===== config.mk =====
export PLATFORM = sky130hd
export DESIGN_NAME = rebf_box
export DESIGN_NICKNAME = d
export VERILOG_FILES = /design/src/hw/rtl/rebf_pkg.sv /design/src/hw/rtl/rebf_box.sv
export SDC_FILE = /design/constraint.sdc
export NUM_CORES = 1
export LEC_CHECK = 0
export BUFFER_PORTS_ARGS = -buffer_cell sky130_fd_sc_hd__buf_2
export CORE_ASPECT_RATIO = 0.6
export CORE_MARGIN = 8
export CORE_UTILIZATION = 56
export DETAILED_ROUTE_END_ITERATION = 6
export PLACE_DENSITY_LB_ADDON = 0.2
export SLEW_MARGIN = 30
export SYNTH_ARGS = -nofsm -noshare
export SYNTH_HDL_FRONTEND = slang
export SYNTH_SLANG_ARGS = --single-unit

===== constraint.sdc =====
create_clock -name i_clk -period 5.4 [get_ports i_clk]
set_clock_uncertainty 0.1 [all_clocks]
set_input_delay 0.81 -clock i_clk [delete_from_list [all_inputs] [get_ports i_clk]]
set_output_delay 0.81 -clock i_clk [all_outputs]
set_load 0.05 [all_outputs]

===== src/hw/rtl/rebf_pkg.sv =====
// ----------------------------------------------------------------------------
// rebf_pkg
// Shared types and constants for the row edge box finder.
// ----------------------------------------------------------------------------
package rebf_pkg;

    localparam int PIX_W   = 24;   // one stored pixel, red high, blue low
    localparam int LIM_W   = 19;   // (threshold + 1)^2 fits in 19 bits
    localparam int SUM_W   = 18;   // three 16-bit squares summed
    localparam int BOX_W   = 16;   // signed working width of box arithmetic
    localparam int ROWS_W  = 11;
    localparam int COORD_W = 10;

    localparam logic [10:0] COLUMNS_RST   = 11'd640;
    localparam logic [10:0] ROWS_RST      = 11'd480;
    localparam logic [8:0]  THRESHOLD_RST = 9'd25;
    localparam logic [7:0]  MARGIN_RST    = 8'd15;

    typedef enum logic [1:0] {
        CFG_COLUMNS   = 2'd0,
        CFG_ROWS      = 2'd1,
        CFG_THRESHOLD = 2'd2,
        CFG_MARGIN    = 2'd3
    } t_cfg_idx;

    typedef enum logic {
        REQ_LOAD  = 1'b0,
        REQ_QUERY = 1'b1
    } t_req;

    typedef enum logic [2:0] {
        ST_IDLE,
        ST_SCAN_L,
        ST_SCAN_R,
        ST_BOX,
        ST_EMIT
    } t_state;

    typedef struct packed {
        logic       req_type;
        logic [9:0] pixel_column;
        logic [7:0] red;
        logic [7:0] green;
        logic [7:0] blue;
        logic [9:0] seed_x;
        logic [9:0] seed_y;
    } t_in;

    typedef struct packed {
        logic [9:0] box_left;
        logic [9:0] box_top;
        logic [9:0] box_right;
        logic [9:0] box_bottom;
    } t_out;

    // Control outputs of the sequencer
    typedef struct packed {
        logic in_ready;
        logic scanning;
        logic box_en;
        logic out_load;
    } t_ctrl;

endpackage


===== src/hw/rtl/rebf_box.sv =====
// ----------------------------------------------------------------------------
// rebf_box
// Box arithmetic: raw bounds registered, then clamped to image and field.
// ----------------------------------------------------------------------------
module rebf_box #(
    parameter int AW = 10,
    parameter int CW = 11
) (
    input  logic                        i_clk,
    input  logic                        i_en,
    input  logic [AW-1:0]               i_xmin,
    input  logic [CW-1:0]               i_xmax,
    input  logic [CW-1:0]               i_cols,
    input  logic [rebf_pkg::ROWS_W-1:0] i_rows,
    input  logic [9:0]                  i_sy,
    input  logic [7:0]                  i_margin,
    output rebf_pkg::t_out              o_box
);

    localparam int BW = rebf_pkg::BOX_W;

    logic signed [BW-1:0] s_xmin, s_xmax, s_w, s_half, s_sy, s_cols, s_rows_m1;
    logic signed [BW-1:0] s_left, s_right, s_top, s_bot;
    logic signed [BW-1:0] r_left, r_right, r_top, r_bot;
    logic                 r_full;
    logic signed [BW-1:0] s_l, s_r, s_t, s_b;

    function automatic logic [9:0] cap10(input logic signed [BW-1:0] v);
        if (v < 0) begin
            return 10'd0;
        end else if (v > 1023) begin
            return 10'd1023;
        end
        return v[9:0];
    endfunction

    always_comb begin
        s_xmin    = signed'(BW'(i_xmin));
        s_xmax    = signed'(BW'(i_xmax));
        s_sy      = signed'(BW'(i_sy));
        s_cols    = signed'(BW'(i_cols));
        s_rows_m1 = signed'(BW'(i_rows)) - BW'(1);
        s_w       = s_xmax - s_xmin;
        s_half    = (s_w + BW'(1)) >>> 1;
        s_top     = s_sy - s_half;
        s_bot     = s_sy + s_w;
        s_left    = s_xmin - signed'(BW'(i_margin));
        s_right   = s_xmax + signed'(BW'(i_margin));
    end

    always_ff @(posedge i_clk) begin
        if (i_en) begin
            r_left  <= s_left;
            r_right <= s_right;
            r_top   <= s_top;
            r_bot   <= s_bot;
            r_full  <= (s_left < 0) || (s_right >= s_cols);
        end
    end

    // A clamped side opens the box to the full height
    always_comb begin
        s_l = (r_left < 0) ? '0 : r_left;
        s_r = (r_right >= s_cols) ? s_cols - BW'(1) : r_right;
        if (r_full) begin
            s_t = '0;
            s_b = s_rows_m1;
        end else begin
            s_t = (r_top < 0) ? '0 : r_top;
            s_b = (r_bot > s_rows_m1) ? s_rows_m1 : r_bot;
        end
        o_box.box_left   = cap10(s_l);
        o_box.box_top    = cap10(s_t);
        o_box.box_right  = cap10(s_r);
        o_box.box_bottom = cap10(s_b);
    end

endmodule


Yosys cells after proc, flatten, opt, wreduce, memory -nomap -nowiden
Index checks and enable logic that the tools add are counted.
Word-level totals
  register bits: 57
  output and inout port bits: 40
  input port bits: 63
  word-level logic and storage cells: 54
Cells by class
  add/sub/neg operators: 8
  $lt $le $gt $ge: 14
  reduce and logical (&&, ||, !) cells: 1
  multiplexer cells: 26
Operators with widths (number)
  $mux 10: 12
  $mux 16: 6
  $gt 16x11->1 const B: 4
  $lt 16x1->1 const B: 4
  $sub 11x1->12 const B: 2
  $lt 11x1->1 const B: 2
  $ge 16x12->1: 1
  $gt 16x12->1: 1
  $add 11x12->13: 1
  $add 12x2->13 const B: 1
  $lt 13x1->1 const B: 1
  $sub 11x12->13: 1
  $add 11x8->12: 1
  $ge 12x11->1: 1
  $sub 11x10->12: 1
  $sub 10x8->11: 1
  $mux 1: 8
  $logic_or 1x1->1: 1

Logic depth before layout (Yosys ltp)
  depth after elaboration: 8
  gate-level depth with buffers: 19
  mapped depth without buffers: 19

Worst setup path before layout
OpenSTA, ideal clock, no wires.
  path type: input port to output port
  from: in i_rows[6] (netlist name)
  to: out o_box[0] (netlist name)
  data required time: 4490 ps
  cell stages on the path: 11
  setup slack: -223 ps
  arrival time: 4713 ps
  buffers on the path: 1
  cell sequence: or4_1 > nor2_1 > xnor2_1 > clkbuf_1 > ha_1 > a21o_1 > a2111oi_0 > o211ai_1 > a31o_2 > mux2i_2 > a311oi_1
RTL lines
  from (decl): line rebf_box.sv:14  | input logic [rebf_pkg::ROWS_W-1:0] i_rows,
  to (decl): line rebf_box.sv:17  | output rebf_pkg::t_out o_box

==> out/qor.json <==
{
  "yosys": {
    "postSynthRegisterBits": 50,
    "post_synth_inst_count": 591,
    "yosys_warnings": 0,
    "synth_top_flop_cell": "sky130_fd_sc_hd__edfxtp_1",
    "fraction_of_synthesis_flops_using_an_asynchronous_set_or_reset_pin": 0,
    "synth-edff-count": 50,
    "syn_area_mm2": 0.00549,
    "synth_cell_type_count": 65,
    "syn-mean-instance-area_um2": 9.29,
    "syn_nets": 743,
    "synth_sequential_area_ratio": 0.274
  },
  "run": {
    "maxCapViolations": 0
  },
  "worst_setup_path": {
    "critical_path_cell_sequence": "buf_2 > nor4_2 > nand2_1 > nor4_1 > xnor2_1 > ha_1 > a21o_1 > a21o_1 > a2111oi_2 > o211ai_1 > a31o_2 > mux2i_4 > a311oi_1 > buf_2",
    "crit_buf_inv": 2,
    "crit_fanout": 10,
    "cp_required_ps": 4490,
    "largest_stage_delay_on_the_critical_path_ps": 420,
    "slowest_stage": "sky130_fd_sc_hd__a2111oi_2",
    "worst_path_dominant_cell_family": "compound AO/OA/AOI/OAI gates",
    "crit_path_start_kind": "input pin",
    "worst-setup-path-type": "in -> out",
    "end_kind": "primary output",
    "endpoint_arrival_time_on_the_critical_path_ps": 4210
  },
  "placement": {
    "gp_routability_congestion": 0.905,
    "io_buffers": 102,
    "dp_worst_setup_slack_ps": 57.0,
    "dpl.cell_count": 825,
    "dpl-instance-area_mm2": 0.00617,
    "post-dp-hpwl_um": 11600
  },
  "final_layout": {
    "layout.cell_area.non_filler_mm2": 0.00636,
    "area_delta_synth_final_pct": 15.9,
    "design.final.nets": 849,
    "fin_cells": 832,
    "post_route_cells_drive_above_1_share": 0.194,
    "num_antenna_cells": 0
  },
  "global_routing": {
    "track_usage": 0.213,
    "gr-total-overflow": 0,
    "largest_net_degree_at_the_start_of_global_routing": 51,
    "grt_pass1_vias": 4771,
    "global_route_wire_length_before_repair_um": 22900,
    "grt_antenna_before_repair": 0
  },
  "power": {
    "power_switching_share": 0.421,
    "leakage_nw": 2.97,
    "p_int_w": 0.00115,
    "power.share.clock": 0.181,
    "p_seq_frac": 0.301,
    "max-vdd-ir-drop_v": 0.000225,
    "report.power.total_w": 0.00199,
    "power_density_mw_per_mm2": 313,
    "power_switching_w": 0.000839,
    "comb_pwr_share": 0.518
  },
  "die": {
    "dieWidth_um": 144,
    "io_pins": 103,
    "row_count": 28,
    "dieArea_mm2": 0.0133,
    "effective_utilization_at_floorplan": 0.566,
    "core_area_mm2": 0.00970,
    "fp.dieH_um": 92.7
  },
  "detailed_routing": {
    "drcViolationCount": 0,
    "via_count": 4780,
    "drt_pre_antenna_iters": 5,
    "detail_route.vias_per_cell": 5.75,
    "wl_per_cell_um": 17.1,
    "dr.first_iter.drc_count": 304,
    "ant_nets": 0,
    "routed_wl_um": 14200
  },
  "sta": {
    "final_hold_violating_endpoints": 0,
    "timing.setup.tns_ps": 0,
    "fmax_ghz": 0.195,
    "min_cycle_time_layout_ps": 5120,
    "finalMaxSlewViolations": 0,
    "slew_headroom": 0.452,
    "fin_crit_sh": 0.948,
    "worst_slew_pin_slew_ps": 819,
    "grt_setup_unrepaired": "no",
    "final_setup_violations": 0,
    "timing.final.ws_setup_ps": 283
  },
  "clock_tree": {
    "tritoncts": "done",
    "cts_buffer_depth": 2,
    "cts_root_buf": "sky130_fd_sc_hd__clkbuf_16",
    "post_cts_resize_count": 0,
    "worst_setup_hold_path_clk_slew_ps": 60,
    "tritoncts.num_buffers": 5,
    "tritoncts_num_sinks": 50,
    "hold_buffer_count_at_cts": 0,
    "cts-htree-levels": 2,
    "post-cts-setup-buffers": 0
  },
  "worst_hold_path": {
    "worst_hold_path_type": "in -> reg"
  },
  "run_status": {
    "run_status": "complete, no violations"
  }
}
[power by group through the flow]
| stage | sequential (W) | combinational, W | clock (W) |
|---|---|---|---|
| after floorplan | 0.000585 | 0.000769 | 0 |
| after CTS | 0.000598 | 0.00102 | 0.000366 |
| after global routing | 0.000607 | 0.00113 | 0.000382 |
| final | 0.000599 | 0.00103 | 0.000361 |
| after detailed placement | 0.000607 | 0.00101 | 0 |
| after global placement | 0.000602 | 0.000975 | 0 |
[metal layers]
layer,GRT usage,part of all wire,vias to the layer above
met5,0,0,-
met4,0.0444,0.011,0
met3,0.0524,0.071,16
met2,0.328,0.44,145
met1,0.297,0.48,2247
li1,-,-,2372
[cells in the final DEF, fill, tap and decap left out, types with 3 or more instances in the layout]
master / Yosys / final
sky130_fd_sc_hd__buf_2: 0 / 100
sky130_fd_sc_hd__ha_1: 84 / 84
sky130_fd_sc_hd__inv_1: 58 / 58
sky130_fd_sc_hd__edfxtp_1: 50 / 50
sky130_fd_sc_hd__nor2_1: 47 / 47
sky130_fd_sc_hd__xnor2_1: 44 / 44
sky130_fd_sc_hd__a21oi_1: 28 / 28
sky130_fd_sc_hd__nand2_1: 27 / 27
sky130_fd_sc_hd__o21a_1: 23 / 23
sky130_fd_sc_hd__a21o_1: 19 / 19
sky130_fd_sc_hd__xor2_1: 18 / 18
sky130_fd_sc_hd__nor3_1: 18 / 18
sky130_fd_sc_hd__nor2b_1: 17 / 17
sky130_fd_sc_hd__o21ai_0: 17 / 16
sky130_fd_sc_hd__nand3_1: 11 / 11
sky130_fd_sc_hd__mux2i_1: 11 / 11
sky130_fd_sc_hd__a311oi_1: 10 / 10
sky130_fd_sc_hd__o21bai_1: 7 / 7
sky130_fd_sc_hd__and2_1: 6 / 6
sky130_fd_sc_hd__o21ai_1: 5 / 6
sky130_fd_sc_hd__nand2b_1: 5 / 5
sky130_fd_sc_hd__nor4_1: 6 / 5
sky130_fd_sc_hd__nand4_1: 5 / 5
sky130_fd_sc_hd__fa_1: 5 / 5
sky130_fd_sc_hd__clkbuf_16: 0 / 5
sky130_fd_sc_hd__buf_4: 0 / 5
sky130_fd_sc_hd__a21boi_0: 4 / 4
sky130_fd_sc_hd__a311o_1: 4 / 4
sky130_fd_sc_hd__a31oi_1: 4 / 4
sky130_fd_sc_hd__a211oi_1: 4 / 4
sky130_fd_sc_hd__or3_1: 3 / 3
sky130_fd_sc_hd__o211ai_1: 3 / 3
sky130_fd_sc_hd__or2_2: 3 / 3
[synth_stat cells, types with 2 or more instances]
master / n / share of area
sky130_fd_sc_hd__a211oi_1: 4 / 0.0055
sky130_fd_sc_hd__a21boi_0: 4 / 0.0055
sky130_fd_sc_hd__a21o_1: 19 / 0.026
sky130_fd_sc_hd__a21oi_1: 28 / 0.026
sky130_fd_sc_hd__a311o_1: 4 / 0.0073
sky130_fd_sc_hd__a311oi_1: 10 / 0.016
sky130_fd_sc_hd__a31o_2: 2 / 0.0032
sky130_fd_sc_hd__a31oi_1: 4 / 0.0046
sky130_fd_sc_hd__and2_1: 6 / 0.0068
sky130_fd_sc_hd__and3_1: 2 / 0.0023
sky130_fd_sc_hd__and3_2: 2 / 0.0027
sky130_fd_sc_hd__buf_1: 3 / 0.0021
sky130_fd_sc_hd__clkbuf_1: 4 / 0.0027
sky130_fd_sc_hd__edfxtp_1: 50 / 0.27
sky130_fd_sc_hd__fa_1: 5 / 0.018
sky130_fd_sc_hd__ha_1: 84 / 0.19
sky130_fd_sc_hd__inv_1: 58 / 0.040
sky130_fd_sc_hd__mux2i_1: 11 / 0.020
sky130_fd_sc_hd__nand2_1: 27 / 0.018
sky130_fd_sc_hd__nand2b_1: 5 / 0.0057
sky130_fd_sc_hd__nand3_1: 11 / 0.010
sky130_fd_sc_hd__nand4_1: 5 / 0.0057
sky130_fd_sc_hd__nand4_4: 2 / 0.0078
sky130_fd_sc_hd__nor2_1: 47 / 0.032
sky130_fd_sc_hd__nor2b_1: 17 / 0.019
sky130_fd_sc_hd__nor3_1: 18 / 0.016
sky130_fd_sc_hd__nor4_1: 6 / 0.0068
sky130_fd_sc_hd__o211ai_1: 3 / 0.0041
sky130_fd_sc_hd__o21a_1: 23 / 0.031
sky130_fd_sc_hd__o21ai_0: 17 / 0.016
sky130_fd_sc_hd__o21ai_1: 5 / 0.0046
sky130_fd_sc_hd__o21bai_1: 7 / 0.0096
sky130_fd_sc_hd__o31ai_1: 2 / 0.0027
sky130_fd_sc_hd__or2_2: 3 / 0.0034
sky130_fd_sc_hd__or3_1: 3 / 0.0034
sky130_fd_sc_hd__xnor2_1: 44 / 0.070
sky130_fd_sc_hd__xor2_1: 18 / 0.029
[logic make-up after synthesis]
family	count (synthesis)	synth area share
XOR/XNOR	63	0.102
buffers and inverters	65	0.0444
AO/OA/AOI/OAI	146	0.185
flip-flops	50	0.274
multiplexers	12	0.0226
AND/OR/NAND/NOR	166	0.163
adder cells (fa/ha/maj)	89	0.210
[state kept, by name (all words and copies together) (netlist names)]
name,cells
r_top,13
r_right,12
r_left,11
r_full,1
r_bot,13
[cell type report]
| class | instances | area (µm²) |
|---|---|---|
| flip-flops and latches | 50 | 1500 |
| fillers | 809 | 3340 |
| clock inverters | 2 | 38.8 |
| repair buffers | 106 | 546 |
| well taps | 135 | 169 |
| inverters | 58 | 218 |
| clock buffers | 5 | 125 |
| multi-input cells | 476 | 3760 |
[metrics by stage]
| stage | util | hold WS [ps] |
|---|---|---|
| floorplan | - | 822 |
| global placement | 0.636 | 1040 |
| detailed placement | 0.636 | 1060 |
| CTS | 0.653 | 757 |
| global route | 0.656 | 776 |
| finish | 0.656 | 763 |
[path summary, 6_finish.rpt]
kind       from  endpoint  slack (ps)  depth (start not counted)
min     i_sy[0]  r_bot[0]         760                          2
max   i_rows[5]  o_box[7]         280                         14
Power figures use the tool's default switching activity.
