$ cat src/hw/rtl/rebf_pkg.sv
// ----------------------------------------------------------------------------
// rebf_pkg
// Shared types and constants for the row edge box finder.
// ----------------------------------------------------------------------------
package rebf_pkg;

    localparam int PIX_W   = 24;   // one stored pixel, red high, blue low
    localparam int LIM_W   = 19;   // (threshold + 1)^2 fits in 19 bits
    localparam int SUM_W   = 18;   // three 16-bit squares summed
    localparam int BOX_W   = 16;   // signed working width of box arithmetic
    localparam int ROWS_W  = 11;
    localparam int COORD_W = 10;

    localparam logic [10:0] COLUMNS_RST   = 11'd640;
    localparam logic [10:0] ROWS_RST      = 11'd480;
    localparam logic [8:0]  THRESHOLD_RST = 9'd25;
    localparam logic [7:0]  MARGIN_RST    = 8'd15;

    typedef enum logic [1:0] {
        CFG_COLUMNS   = 2'd0,
        CFG_ROWS      = 2'd1,
        CFG_THRESHOLD = 2'd2,
        CFG_MARGIN    = 2'd3
    } t_cfg_idx;

    typedef enum logic {
        REQ_LOAD  = 1'b0,
        REQ_QUERY = 1'b1
    } t_req;

    typedef enum logic [2:0] {
        ST_IDLE,
        ST_SCAN_L,
        ST_SCAN_R,
        ST_BOX,
        ST_EMIT
    } t_state;

    typedef struct packed {
        logic       req_type;
        logic [9:0] pixel_column;
        logic [7:0] red;
        logic [7:0] green;
        logic [7:0] blue;
        logic [9:0] seed_x;
        logic [9:0] seed_y;
    } t_in;

    typedef struct packed {
        logic [9:0] box_left;
        logic [9:0] box_top;
        logic [9:0] box_right;
        logic [9:0] box_bottom;
    } t_out;

    // Control outputs of the sequencer
    typedef struct packed {
        logic in_ready;
        logic scanning;
        logic box_en;
        logic out_load;
    } t_ctrl;

endpackage

$ cat src/hw/rtl/rebf_grad.sv
// ----------------------------------------------------------------------------
// rebf_grad
// Colour gradient test of two neighbour pixels: squares registered, then
// summed and compared against (threshold + 1) squared.
// ----------------------------------------------------------------------------
module rebf_grad (
    input  logic                       i_clk,
    input  logic                       i_en,
    input  logic [rebf_pkg::PIX_W-1:0] i_a,
    input  logic [rebf_pkg::PIX_W-1:0] i_b,
    input  logic [rebf_pkg::LIM_W-1:0] i_lim,
    output logic                       o_edge
);

    logic [7:0]  s_dr, s_dg, s_db;
    logic [15:0] r_sq_r, r_sq_g, r_sq_b;
    logic [rebf_pkg::SUM_W-1:0] s_sum;

    always_comb begin
        s_dr = (i_a[23:16] >= i_b[23:16]) ? i_a[23:16] - i_b[23:16] : i_b[23:16] - i_a[23:16];
        s_dg = (i_a[15:8] >= i_b[15:8]) ? i_a[15:8] - i_b[15:8] : i_b[15:8] - i_a[15:8];
        s_db = (i_a[7:0] >= i_b[7:0]) ? i_a[7:0] - i_b[7:0] : i_b[7:0] - i_a[7:0];
    end

    always_ff @(posedge i_clk) begin
        if (i_en) begin
            r_sq_r <= 16'(s_dr) * 16'(s_dr);
            r_sq_g <= 16'(s_dg) * 16'(s_dg);
            r_sq_b <= 16'(s_db) * 16'(s_db);
        end
    end

    assign s_sum  = rebf_pkg::SUM_W'(r_sq_r) + rebf_pkg::SUM_W'(r_sq_g)
                  + rebf_pkg::SUM_W'(r_sq_b);
    assign o_edge = rebf_pkg::LIM_W'(s_sum) >= i_lim;

endmodule

$ cat config.mk
export PLATFORM = sky130hd
export DESIGN_NAME = rebf_grad
export DESIGN_NICKNAME = d
export VERILOG_FILES = /design/src/hw/rtl/rebf_pkg.sv /design/src/hw/rtl/rebf_grad.sv
export SDC_FILE = /design/constraint.sdc
export NUM_CORES = 1
export LEC_CHECK = 0
export BUFFER_PORTS_ARGS = -buffer_cell sky130_fd_sc_hd__buf_2
export CAP_MARGIN = 5
export CORE_UTILIZATION = 56
export CTS_BUF_LIST = sky130_fd_sc_hd__clkbuf_16
export CTS_CLUSTER_DIAMETER = 100
export CTS_CLUSTER_SIZE = 10
export DETAILED_ROUTE_END_ITERATION = 10
export PLACE_DENSITY = 0.79
export SYNTH_ARGS = -nofsm -noshare
export SYNTH_HDL_FRONTEND = slang
export SYNTH_SLANG_ARGS = --single-unit
export TNS_END_PERCENT = 10
$ cat constraint.sdc
create_clock -name i_clk -period 6.4 [get_ports i_clk]
set_clock_uncertainty 0.1 [all_clocks]
set_input_delay 0.32 -clock i_clk [delete_from_list [all_inputs] [get_ports i_clk]]
set_output_delay 0.32 -clock i_clk [all_outputs]
set_load 0.05 [all_outputs]
# == Word-level counts from Yosys, hierarchy flattened ==
# Cells that the tools add are included.
# word_totals
register_bits,48
input_bits,69
out_inout_bits,1
# op_classes
add_sub_neg,8
n_mul,3
magnitude_cmp,4
muxes,3
# op_table
op,n
8-bit by 8-bit multiplier with 16-bit output,3
8-bit subtractor,6
8-bit greater-or-equal comparator,3
8-bit two-way mux,3
18-bit by 19-bit greater-or-equal comparator with 1-bit output,1
17-bit by 16-bit adder with 18-bit output,1
16-bit by 16-bit adder with 17-bit output,1

# == Depth between registers and ports, before layout ==
# Gate-level depths: netlist (run 1).
# depth
ltp_word,3
depth_mapped,27
mapped_depth_nobuf,26

# == Worst setup path before layout (run 1) ==
# No wires, ideal clock.
# synth_path
kind,input to register
start,in i_a[21] (netlist name)
end,reg r_sq_r[12] (data pin)
setup_ns,0.158
arrival_ns,6.123
t_required_ns,6.142
setup_slack_ns,0.019
cell_stages,22
n_path_buf,1
path_cell_list,inv_1 ha_1 buf_2 a21o_1 a21o_1 a211oi_4 mux2i_1 xnor2_2 or2_1 inv_1 fa_1 fa_1 inv_1 fa_1 fa_1 inv_1 ha_1 o21a_1 o31a_1 o31ai_1 or4b_2 o211ai_1
# synth_between
elab_chain_cells,3
word_cells_on_any_way,5
classes_between,2 x add/sub; 1 x mul; 1 x order compare; 1 x mux
# synth_lines
element,line_no,rtl
start: declaration,rebf_grad.sv:9,"input logic [rebf_pkg::PIX_W-1:0] i_a,"
8-bit subtractor or 8-bit greater-or-equal comparator (tied branches),rebf_grad.sv:20,s_dr = (i_a[23:16] >= i_b[23:16]) ? i_a[23:16] - i_b[23:16] : i_b[23:16] - i_a[23:16];
8-bit two-way mux *,rebf_grad.sv:20,
8-bit by 8-bit multiplier with 16-bit output *,rebf_grad.sv:27,r_sq_r <= 16'(s_dr) * 16'(s_dr);
end signal: assignment,rebf_grad.sv:27,
end: declaration,rebf_grad.sv:16,"logic [15:0] r_sq_r, r_sq_g, r_sq_b;"
# Mark *: on every way between the ends. The rest lies on a longest branch, timed or not.
# A chain may end at the register's enable or synchronous reset.

# == Worst setup path after layout (run 1) ==
# layout_path
start,in i_a[16] (netlist name)
end,reg r_sq_r[12] (data pin)
# The elaborated chain is that of the path after synthesis.

==> results of run 1 <==
[flip-flops by register name (all words and copies together) (netlist names)]
signal  cells
r_sq_r     15
r_sq_g     15
r_sq_b     15
[kinds of logic after synthesis]
| group | count (synthesis) | share of synthesized area (%) |
|---|---|---|
| fa+ha+maj | 264 | 42.3 |
| buf+inv | 244 | 9.73 |
| simple gates | 218 | 10.6 |
| compound gates | 202 | 13.9 |
| xor+xnor | 75 | 7.20 |
| flops | 45 | 14.2 |
| mux | 19 | 1.99 |
| other cells | 2 | 0.0787 |
[cell usage in the layout (no fill, tap or decap), drive strengths merged, types with 4 or more instances in the layout]
| cell | count |
|---|---|
| a31oi | 16 |
| o21bai | 9 |
| edfxtp | 45 |
| a21oi | 62 |
| nand2 | 30 |
| inv | 225 |
| and3 | 6 |
| clkbuf | 5 |
| o31a | 4 |
| a211oi | 12 |
| mux2i | 19 |
| nand2b | 6 |
| or2 | 17 |
| a311oi | 4 |
| o21ai | 34 |
| buf | 125 |
| and2 | 7 |
| nor2 | 106 |
| ha | 167 |
| fa | 97 |
| nand4 | 8 |
| a21o | 31 |
| nor3 | 11 |
| nand3 | 11 |
| xnor2 | 53 |
| xor2 | 22 |
| nand3b | 5 |
| o21a | 9 |
[per-layer routing]
metal,wire (um),share of wire [%],up-vias,track usage [%]
met5,0,0,-,0
met4,119,0.63,0,2.68
met3,746,3.9,12,2.30
met2,9430,50,165,40.0
met1,8730,46,3562,30.3
li1,-,-,3749,-
[stage by stage]
stage / instance area (um^2) / setup WS, ns / instances
after floorplan: 9540 / 0.0189 / 1070
after global placement: 10500 / 0.0474 / 1393
after detailed placement: 10500 / -0.132 / 1393
after CTS: 10600 / 0.147 / 1401
after global routing: 10700 / -0.0355 / 1402
final: 10700 / 0.247 / 1402
[how the worst min path moves through the flow]
stage | depth (start not counted) | slack (ns) | end | from
3_3_place_gp | 3 | 0.85 | o_edge | i_lim[18]
6_report | 4 | 0.56 | r_sq_r[0] | i_b[16]
3_5_place_dp | 3 | 0.86 | o_edge | i_lim[18]
2_1_floorplan | 0 | 0.33 | r_sq_b[0] | i_en
4_1_cts | 4 | 0.56 | r_sq_r[0] | i_b[16]
5_1_grt | 4 | 0.58 | r_sq_r[0] | i_b[16]
[final cells by class]
cell class / count / area (um^2) / area share [%]
multi-input cells: 781 / 7330 / 68.4
flip-flops and latches: 45 / 1350 / 12.6
inverters: 223 / 837 / 7.82
repair buffers: 125 / 773 / 7.22
well taps: 220 / 275 / 2.57
clock buffers: 5 / 125 / 1.17
clock inverters: 3 / 15.0 / 0.140
[repair_timing]
action                                  in CTS  in global routing
resized for setup                            0                 15
endpoints found under the setup margin       0                  9
setup buffers                                0                  1
endpoints found under the hold margin        0                  0
[worst max-delay path, delay by kind of cell]
kind	cells	cell delay, ns
buf+inv	8	0.72
xor+xnor	1	0.14
simple gates	5	1.40
fa+ha+maj	7	2.91
compound gates	5	0.69
==> results list, run 1 <==
- On the final layout, the worst hold slack is roughly 0.56 ns.
- STA classifies the critical path startpoint as an input port.
* Synth Flop Type: edfxtp_1
- The final hold violation count is 0.
- Clock-pin slew was measured on the worst setup and hold paths at 0.06 ns.
- After detailed routing, the number of remaining DRC violations is 0.
- A synthesized cell averages slightly below 9 um^2.
* Critical Path Max Stage Delay: between 0.6 and 0.7 ns
- Maximum root-to-sink buffer count: 2
- Post-Syn Instances: about 1100
- Cells fill between 60% and 70% of the core in the end.
- Mean number of vias per cell: 5.34
* Count of endpoints failing setup in the final report: 0
- Antenna-violating nets left: 0
- Data required time at the worst endpoint: 6.43 ns
- Worst setup path endpoint: r_sq_r[12]
* Final weighted congestion in routability-driven placement: roughly 0.90
- Number of maximum-capacitance constraint violations: 0
* Share of post-route cells with drive strength above 1: about 14%
- The pre-antenna-repair detailed-routing pass consisted of 7 iterations.
- Summed over its instances, the top area cell type makes up between 20% and 30% of the synthesized netlist area.
- Synthesis inferred 45 register bits.
- All-layer global routing usage: roughly 22%
- Total number of vias: around 7500
- Wires add up to approximately 19000 um.
- At the pin with the least slew margin, the transition time is between 1 and 1.5 ns.
- Adding up every negative setup slack in the final design gives 0 ns.
- The slowest stage of the critical path is the or4b_2 cell.
- The flow ran to the end, and the final reports show no timing, DRC or antenna violations.
* Largest fanout on the critical path: 7
- TritonCTS built the clock tree.
* Worst setup EP type: flip-flop
* Sequential element share of the synthesized area: approximately 14%
* Timing startpoint of the critical path: i_a[16]
* Critical Setup Path Class: input port to flip-flop
* Detailed placer's ending HPWL: approximately 16000 um
- Number of clock buffers inserted by TritonCTS: 5
- Port buffering added 69 buffers.
- Commonest cells in the netlist: inv_1, ha_1, nor2_1
- The clock tree synthesis step divided the H-tree into 2 levels.
- Synthesis instantiated 55 different standard cells from the library.
* Vertical die dimension: approximately 130 um
* Leading cell type by number of instances after synthesis: inv_1
* Die Outline Area: approximately 0.018 mm^2
- The initial antenna violation count is 0.
- Arrival time worst endpoint: ~6.2 ns
- Count of boundary I/O pins: 70
* Worst max-slew margin expressed relative to the limit: between 30% and 40%
- In this run, synthesis inferred between 40 and 50 flip-flops with an integrated enable.
* Hold Buf Count CTS: 0
* Buffer type at the clock tree root: clkbuf_16
- In the synthesized netlist the async set-or-reset flop fraction comes to 0%.
- Summed over all instances, the cell type with the most area after synthesis is ha_1.
- The core region is roughly 0.017 mm^2.
- The filler cells instantiated in the layout total roughly 1400.
* Period utilisation layout: slightly below 100%
- Die outline width: approximately 130 um
- Starting Density: 57.5%
- Cell Area, Synth: roughly 0.0095 mm^2
- The path class of the tightest hold or removal check is input port to flip-flop.
* Number of pins exceeding their max-slew limit in the final report: 0
- Largest net degree at the start of global routing: 46
* Sum of overflow across all layers after global routing: 0
* Synth-to-layout area growth: 12.2%
- Derived from the worst setup path, the maximum achievable clock frequency is 0.163 GHz.
* Sink count of the clock tree: 45
- By area the synthesized netlist is led by ha_1, fa_1, edfxtp_1.
- Min cycle time layout: a little over 6 ns
* Setup repair after global routing missed its margin: yes
* Routed len/inst: ~14 um
- At the end of the flow, the number of nets in the layout was 1514.
- Vias in the first global route: between 7000 and 8000
* Standard-cell rows: 47
* ANT cells: 0
- Yosys printed 0 warnings.
* Global-route wire length before repair: 32800 um
* Iteration-0 DRC Markers: about 360
Power of run 1 is not shown: default switching activity piles up to over one toggle a cycle in this logic, so the estimate is an artifact.
==> inputs of run 2 (changes only) <==
clock period = 5.5 ns   (was 6.4 ns; I/O delays follow)
==> run 2 against run 1 <==
Net effect: the flow now finishes with violations (setup timing); non-clock buffer count up 159; cell area is 19% higher; hold slack worse by 0.019 ns; wire length grew 55%; die area is the same; critical path depth rose by 1; via count rose by 23%; largest cell class unchanged.
==> results list, run 2 (synthesis gave the netlist of run 1 again) <==
- Number of clock buffers inserted by TritonCTS: 5 (unchanged)
* HP Class: input port to flip-flop
- Static timing analysis puts the maximum clock frequency at around 0.16 GHz.
- Largest fanout on the critical path: 5 (-2)
* Routed wire length: 29600 um (+55%)
- Data required time at the worst endpoint: 5.52 ns (-0.91 ns)
* Arrival time worst endpoint: 6.38 ns (+0.20 ns)
- In the final layout, the registers with the most flip-flops are r_sq_b x15, r_sq_g x15, r_sq_r x15.
- The final reports fail on setup timing.
* ANT cells: 0 (unchanged)
* Period utilisation layout: 115%
- Clock transition at the registers of the reported paths: 0.06 ns (about the same)
- The proportion of layout cells with a drive suffix above 1 was 31.1% (+17 points).
- Vertical die dimension: 133 um (unchanged)
- Hold depth: 4 (unchanged)
- The quantity of hold-fixing buffers added after cts is 0 (unchanged).
- Iteration-0 DRC Markers: 888 (+150%)
- The average wire length per cell after detail routing came to 18.9 um (+39%).
- The largest net degree at the start of global routing was 46 (unchanged).
- The area enclosed by the die boundary was 0.0176 mm^2 (unchanged).
* Crit path setup slack, layout: -0.851 ns (-1.10 ns)
- The most numerous cell type found on the critical path is inv_1.
- Final weighted congestion in routability-driven placement: 0.896 (-0.55%)
- Sum of overflow across all layers after global routing: 0 (unchanged)
- Standard-cell rows: 47 (unchanged)
- The all-layer global routing usage came to 29.0% (+6.6 points).
- Among all stages on the critical path, the largest delay is contributed by fa_1.
- Run status: complete, but fails checks
- Worst max-slew margin expressed relative to the limit: 27.2% (-3.5 points)
* Number of maximum-capacitance constraint violations: 0 (unchanged)
- The buffer levels on the longest clock path is 2 (unchanged).
- Worst min-delay path startpoint: i_b[0]
- Count of boundary I/O pins: 70 (unchanged)
- The tree is rooted in a clkbuf_16.
- Final Core Density: 76.5% (+12 points)
- The path with the worst hold slack has its endpoint at r_sq_b[0].
- The worst path in the final design needs a cycle of 6.35 ns, including I/O delays and setup.
- The number of failing setup endpoints in the final timing report was 21 (+21).
- The worst setup path is launched from an input port.
- In the layout the commonest cells are inv_1, buf_4, ha_1, nor2_1, fa_1.
- The count of vias placed by the detailed router came to 9234 (+23%).
* CTS tree: yes
- Measured slew at the worst slew-check pin: 1.09 ns (+0.0520 ns)
* Count of input and output buffers: 69 (unchanged)
- Critical Setup Path Class: input port to flip-flop
- The filler cell count in the final layout is 1013 (-26%).
- Worst setup EP type: flip-flop
- The post-detailed-route DRC marker count came to 0 (unchanged).
- Vias in the first global route: 9012 (+20%)
- Final-stage net count: 1673 (+11%)
- Final hold vios: 0 (unchanged)
- The worst hold-check slack was 0.544 ns (-0.0194 ns).
- Length of the first detailed-routing pass in iterations: 9 (+2)
* Detailed placer's ending HPWL: 18700 um (+15%)
* Initial antenna violation count: 0 (unchanged)
- Critical Path Max Stage Delay: 0.60 ns (about the same)
- Starting Density: 57.5% (unchanged)
* Antenna-violating nets left: 0 (unchanged)
* Die outline width: 133 um (unchanged)
- Global-route wire length before repair: 41200 um (+26%)
* Number of pins exceeding their max-slew limit in the final report: 0 (unchanged)
* Sink count of the clock tree: 45 (unchanged)
* Most common cell after layout, fill and taps aside: inv_1
- Setup repair after global routing could not meet its margin everywhere.
- The depth of the CTS H-tree was 2 (unchanged).
- Synth-to-layout area growth: 33.0%
- The number of vias per cell is 5.92 (+11%).
- Post-place setup slack: -0.678 ns (-0.546 ns)
- The area of the core came to 0.0166 mm^2 (unchanged).
## run 2: cell types whose count changed in the layout (fill, tap and decap cells not counted), moves of 11 or more
cell	change
buf_4	+149
or2_4	+11
or2_2	-11
inv_2	+12
mux2i_1	-12
inv_1	-16
ha_1	-14
## run 2: what timing repair did
action                     4_1_cts  5_1_grt
pin swaps                       41       36
resized for setup               56       46
setup endpoints to repair       20       24
gates cloned                     0        0
buffers inserted                14        6
## run 2: how the worst max path moves through the flow
stage / to / cells past startpoint / start
detailed placement: r_sq_g[13] / 27 / i_a[8]
floorplan: r_sq_r[12] / 23 / i_a[16]
CTS: r_sq_g[13] / 26 / i_a[8]
finish: r_sq_g[12] / 27 / i_a[8]
global route: r_sq_g[12] / 27 / i_a[8]
global placement: r_sq_r[12] / 25 / i_a[16]
## run 2: area by class of cell
class                   count  area, um^2  area share, %
multi-input cells         781        8000           63.0
well taps                 220         275           2.17
inverters                 223         852           6.72
flip-flops and latches     45        1350           10.7
clock inverters             3        41.3          0.325
repair buffers            284        2050           16.1
clock buffers               5         125          0.986
## run 2: worst max-delay path, delay by kind of cell
kind	cells	cell delay, ns
adders and majority gates	7	2.59
AOI/OAI and AO/OA	7	1.51
buffers and inverters	8	0.90
xor gates and xnor gates	3	0.70
muxes	1	0.31
and+or+nand+nor	1	0.05
## run 2: through the flow
stage               cells  setup TNS (ns)  cell area, um^2
CTS                  1556           -1.79            12400
global route         1561          -12.63            12700
floorplan            1070           -3.29             9850
global placement     1534           -6.77            11900
finish               1561           -8.03            12700
detailed placement   1534          -10.25            11900
## run 2: routing by layer
| metal | routed length [um] | share of wire (%) | up-vias | GRT usage [%] |
|---|---|---|---|---|
| met5 | 0 | 0 | - | 0 |
| met4 | 1850 | 6.3 | 0 | 13.2 |
| met3 | 2210 | 7.5 | 188 | 3.75 |
| met2 | 14800 | 50 | 595 | 52.7 |
| met1 | 10700 | 36 | 4388 | 34.1 |
| li1 | - | - | 4063 | - |
Power of run 2 is left out for the same reason.
==> inputs of run 3 (changes only) <==
SKIP_CTS_REPAIR_TIMING = 1   (was unset)
==> run 3 against run 2 <==
Net effect: the run still ends with setup timing left; cell area decreased by 1.4%; wire length decreased by 18%; via count decreased by 7.9%; maximum frequency up 10%; global-route usage fell by 3.6 points; count of clock-buffer cells in the layout is the same; critical path depth shrank 1; critical endpoint is now r_sq_g[13].
==> results list, run 3 (synthesis gave the netlist of run 1 again) <==
- The wire length on met1 came to 9680 um (-9.4%).
- Die outline width: 133 um (unchanged)
* Failing checks: setup timing
* Count of input and output buffers: 69 (unchanged)
* Setup repair after global routing missed its margin: yes
- The area of the core is 0.0166 mm^2 (unchanged).
- The via count of the first global-routing pass came to 8465 (-6.1%).
- Post-place setup slack: -0.678 ns (unchanged)
* Count of endpoints failing setup in the final report: 18 (-14%)
- Number of pins exceeding their max-slew limit in the final report: 0 (unchanged)
- Length of routed met2 wiring: 12400 um (-16%)
* Detailed placer's ending HPWL: 18700 um (unchanged)
- Most common cell after layout, fill and taps aside: inv_1
- Initial antenna violation count: 0 (unchanged)
- The final net count is 1660 (-0.78%).
* Antenna-violating nets left: 0 (unchanged)
- Min cycle time layout: 5.77 ns (-0.585 ns)
- Final Core Density: 75.5% (-1.0 points)
* Length of the first detailed-routing pass in iterations: 5 (-4)
* Clock transition at the registers of the reported paths: 0.07 ns (about the same)
* Largest fanout on the critical path: 6 (+1)
- The post-detailed-route DRC marker count was 0 (unchanged).
* Final hold vios: 0 (unchanged)
- Iteration-0 DRC Markers: 516 (-42%)
* Count of boundary I/O pins: 70 (unchanged)
* Routed wire length: 24300 um (-18%)
- TritonCTS built the clock tree.
- Crit path setup slack, layout: -0.266 ns (+0.585 ns)
- ANT cells: 0 (unchanged)
* Sum of overflow across all layers after global routing: 0 (unchanged)
- The count of vias placed by the detailed router was 8506 (-7.9%).
- Clock H-tree levels: 2 (unchanged)
* Count of filler cells inserted in the layout: 1069 (+5.5%)
- The proportion of layout cells with a drive suffix above 1 was 29.8% (-1.3 points).
- The all-layer global routing usage came to 25.5% (-3.6 points).
- The setup path with the least slack is of type input port to flip-flop.
- The number of vias per cell was 5.49 (-7.1%).
- Arrival time worst endpoint: 5.70 ns (-0.68 ns)
- The wire length of the first global-routing pass came to 36600 um (-11%).
* Maximum root-to-sink buffer count: 2 (unchanged)
- The number of standard-cell rows in the floorplan came to 47 (unchanged).
* Number of clock buffers inserted by TritonCTS: 5 (unchanged)
- The highest layer touched by signal routing is met4.
- Met3 wirelength from detailed routing: 1150 um (-48%)
* Sum Neg Setup Slack: -2.15 ns (+5.87 ns)
* HP Class: input port to flip-flop
- Buffer type at the clock tree root: clkbuf_16
* Sink count of the clock tree: 45 (unchanged)
* Die Outline Area: 0.0176 mm^2 (unchanged)
- Area after detailed placement: 0.0119 mm^2 (unchanged)
* Number of maximum-capacitance constraint violations: 0 (unchanged)
* Period utilisation layout: 105% (-11 points)
* Biggest registers after layout: r_sq_b x15, r_sq_g x15, r_sq_r x15
- Commonest cells after routing, fill and taps aside: inv_1, buf_4, ha_1, nor2_1, fa_1
* Launching element type of the critical path: input port
- Routed len/inst: 15.7 um (-17%)
- Vertical die dimension: 133 um (unchanged)
- Data required time at the worst endpoint: 5.44 ns (-0.08 ns)
- Peak clock frequency supported by timing: 0.173 GHz (+10%)
- The slew at the pin closest to its max-slew limit is 1.04 ns (-0.0525 ns).
* Largest net degree at the start of global routing: 46 (unchanged)
- The headroom to the max-slew limit is 30.7% (+3.5 points).
* Final std cell area, no fill: 0.0125 mm^2 (-1.4%)
* Worst setup EP type: flip-flop
* Synth-to-layout area growth: 31.2%
- Starting Density: 57.5% (unchanged)
* Run status: complete, but fails checks
- Final weighted congestion in routability-driven placement: 0.896 (unchanged)
## run 3: cell count changes in the layout (fill, tap and decap cells not counted), moves of 3 or more
cell / previous run / this run
buf_4: 203 / 194
nor2_2: 3 / 10
ha_2: 5 / 1
mux2i_2: 7 / 3
nor2_4: 5 / 1
xnor2_1: 41 / 45
xnor2_2: 9 / 5
a31oi_1: 10 / 13
buf_6: 10 / 7
inv_1: 209 / 212
inv_2: 12 / 9
mux2i_4: 8 / 11
nor2_1: 98 / 95
## run 3: per-layer routing
metal	vias to the layer above	track usage (%)
li1	4035	-
met1	4082	30.9
met2	303	46.6
met3	86	3.26
met4	0	8.11
met5	-	0
## run 3: area by class of cell
| class | instances | area [um^2] | share of cell area (%) |
|---|---|---|---|
| Clock buffer | 5 | 125 | 1.00 |
| Tap cell | 220 | 275 | 2.20 |
| Multi-Input combinational cell | 781 | 7960 | 63.6 |
| Timing Repair Buffer | 271 | 1910 | 15.3 |
| Sequential cell | 45 | 1350 | 10.8 |
| Inverter | 223 | 852 | 6.81 |
| Clock inverter | 3 | 41.3 | 0.330 |
## run 3: stage by stage
| stage | hold WS [ns] | cells |
|---|---|---|
| 6_report | 0.561 | 1548 |
| 5_1_grt | 0.580 | 1548 |
| 4_1_cts | 0.539 | 1542 |
| 3_5_place_dp | 0.837 | 1534 |
| 3_3_place_gp | 0.820 | 1534 |
| 2_1_floorplan | 0.287 | 1070 |
## run 3: critical path, cell delays in order
cell and delay [ns]:
buf_8 0.10, inv_4 0.04, ha_4 0.12, inv_2 0.04
fa_2 0.39, a21oi_2 0.15, o211ai_1 0.15, a221oi_4 0.30
buf_6 0.20, mux2i_4 0.29, xor2_4 0.16, or2_4 0.28
fa_1 0.49, inv_2 0.05, fa_1 0.56, inv_1 0.07
fa_1 0.47, fa_1 0.53, inv_2 0.06, ha_4 0.19
nor3_4 0.12, o21ai_2 0.10, a31oi_2 0.22, o21bai_1 0.10
a21oi_1 0.15, xnor2_1 0.10
## run 3: final timing paths
check / from / endpoint / slack [ns] / cells past startpoint
worst max-delay path: i_a[8] / r_sq_g[13] / -0.27 / 26
worst min-delay path: i_b[0] / r_sq_b[0] / 0.56 / 4
Power of run 3 is left out for the same reason.
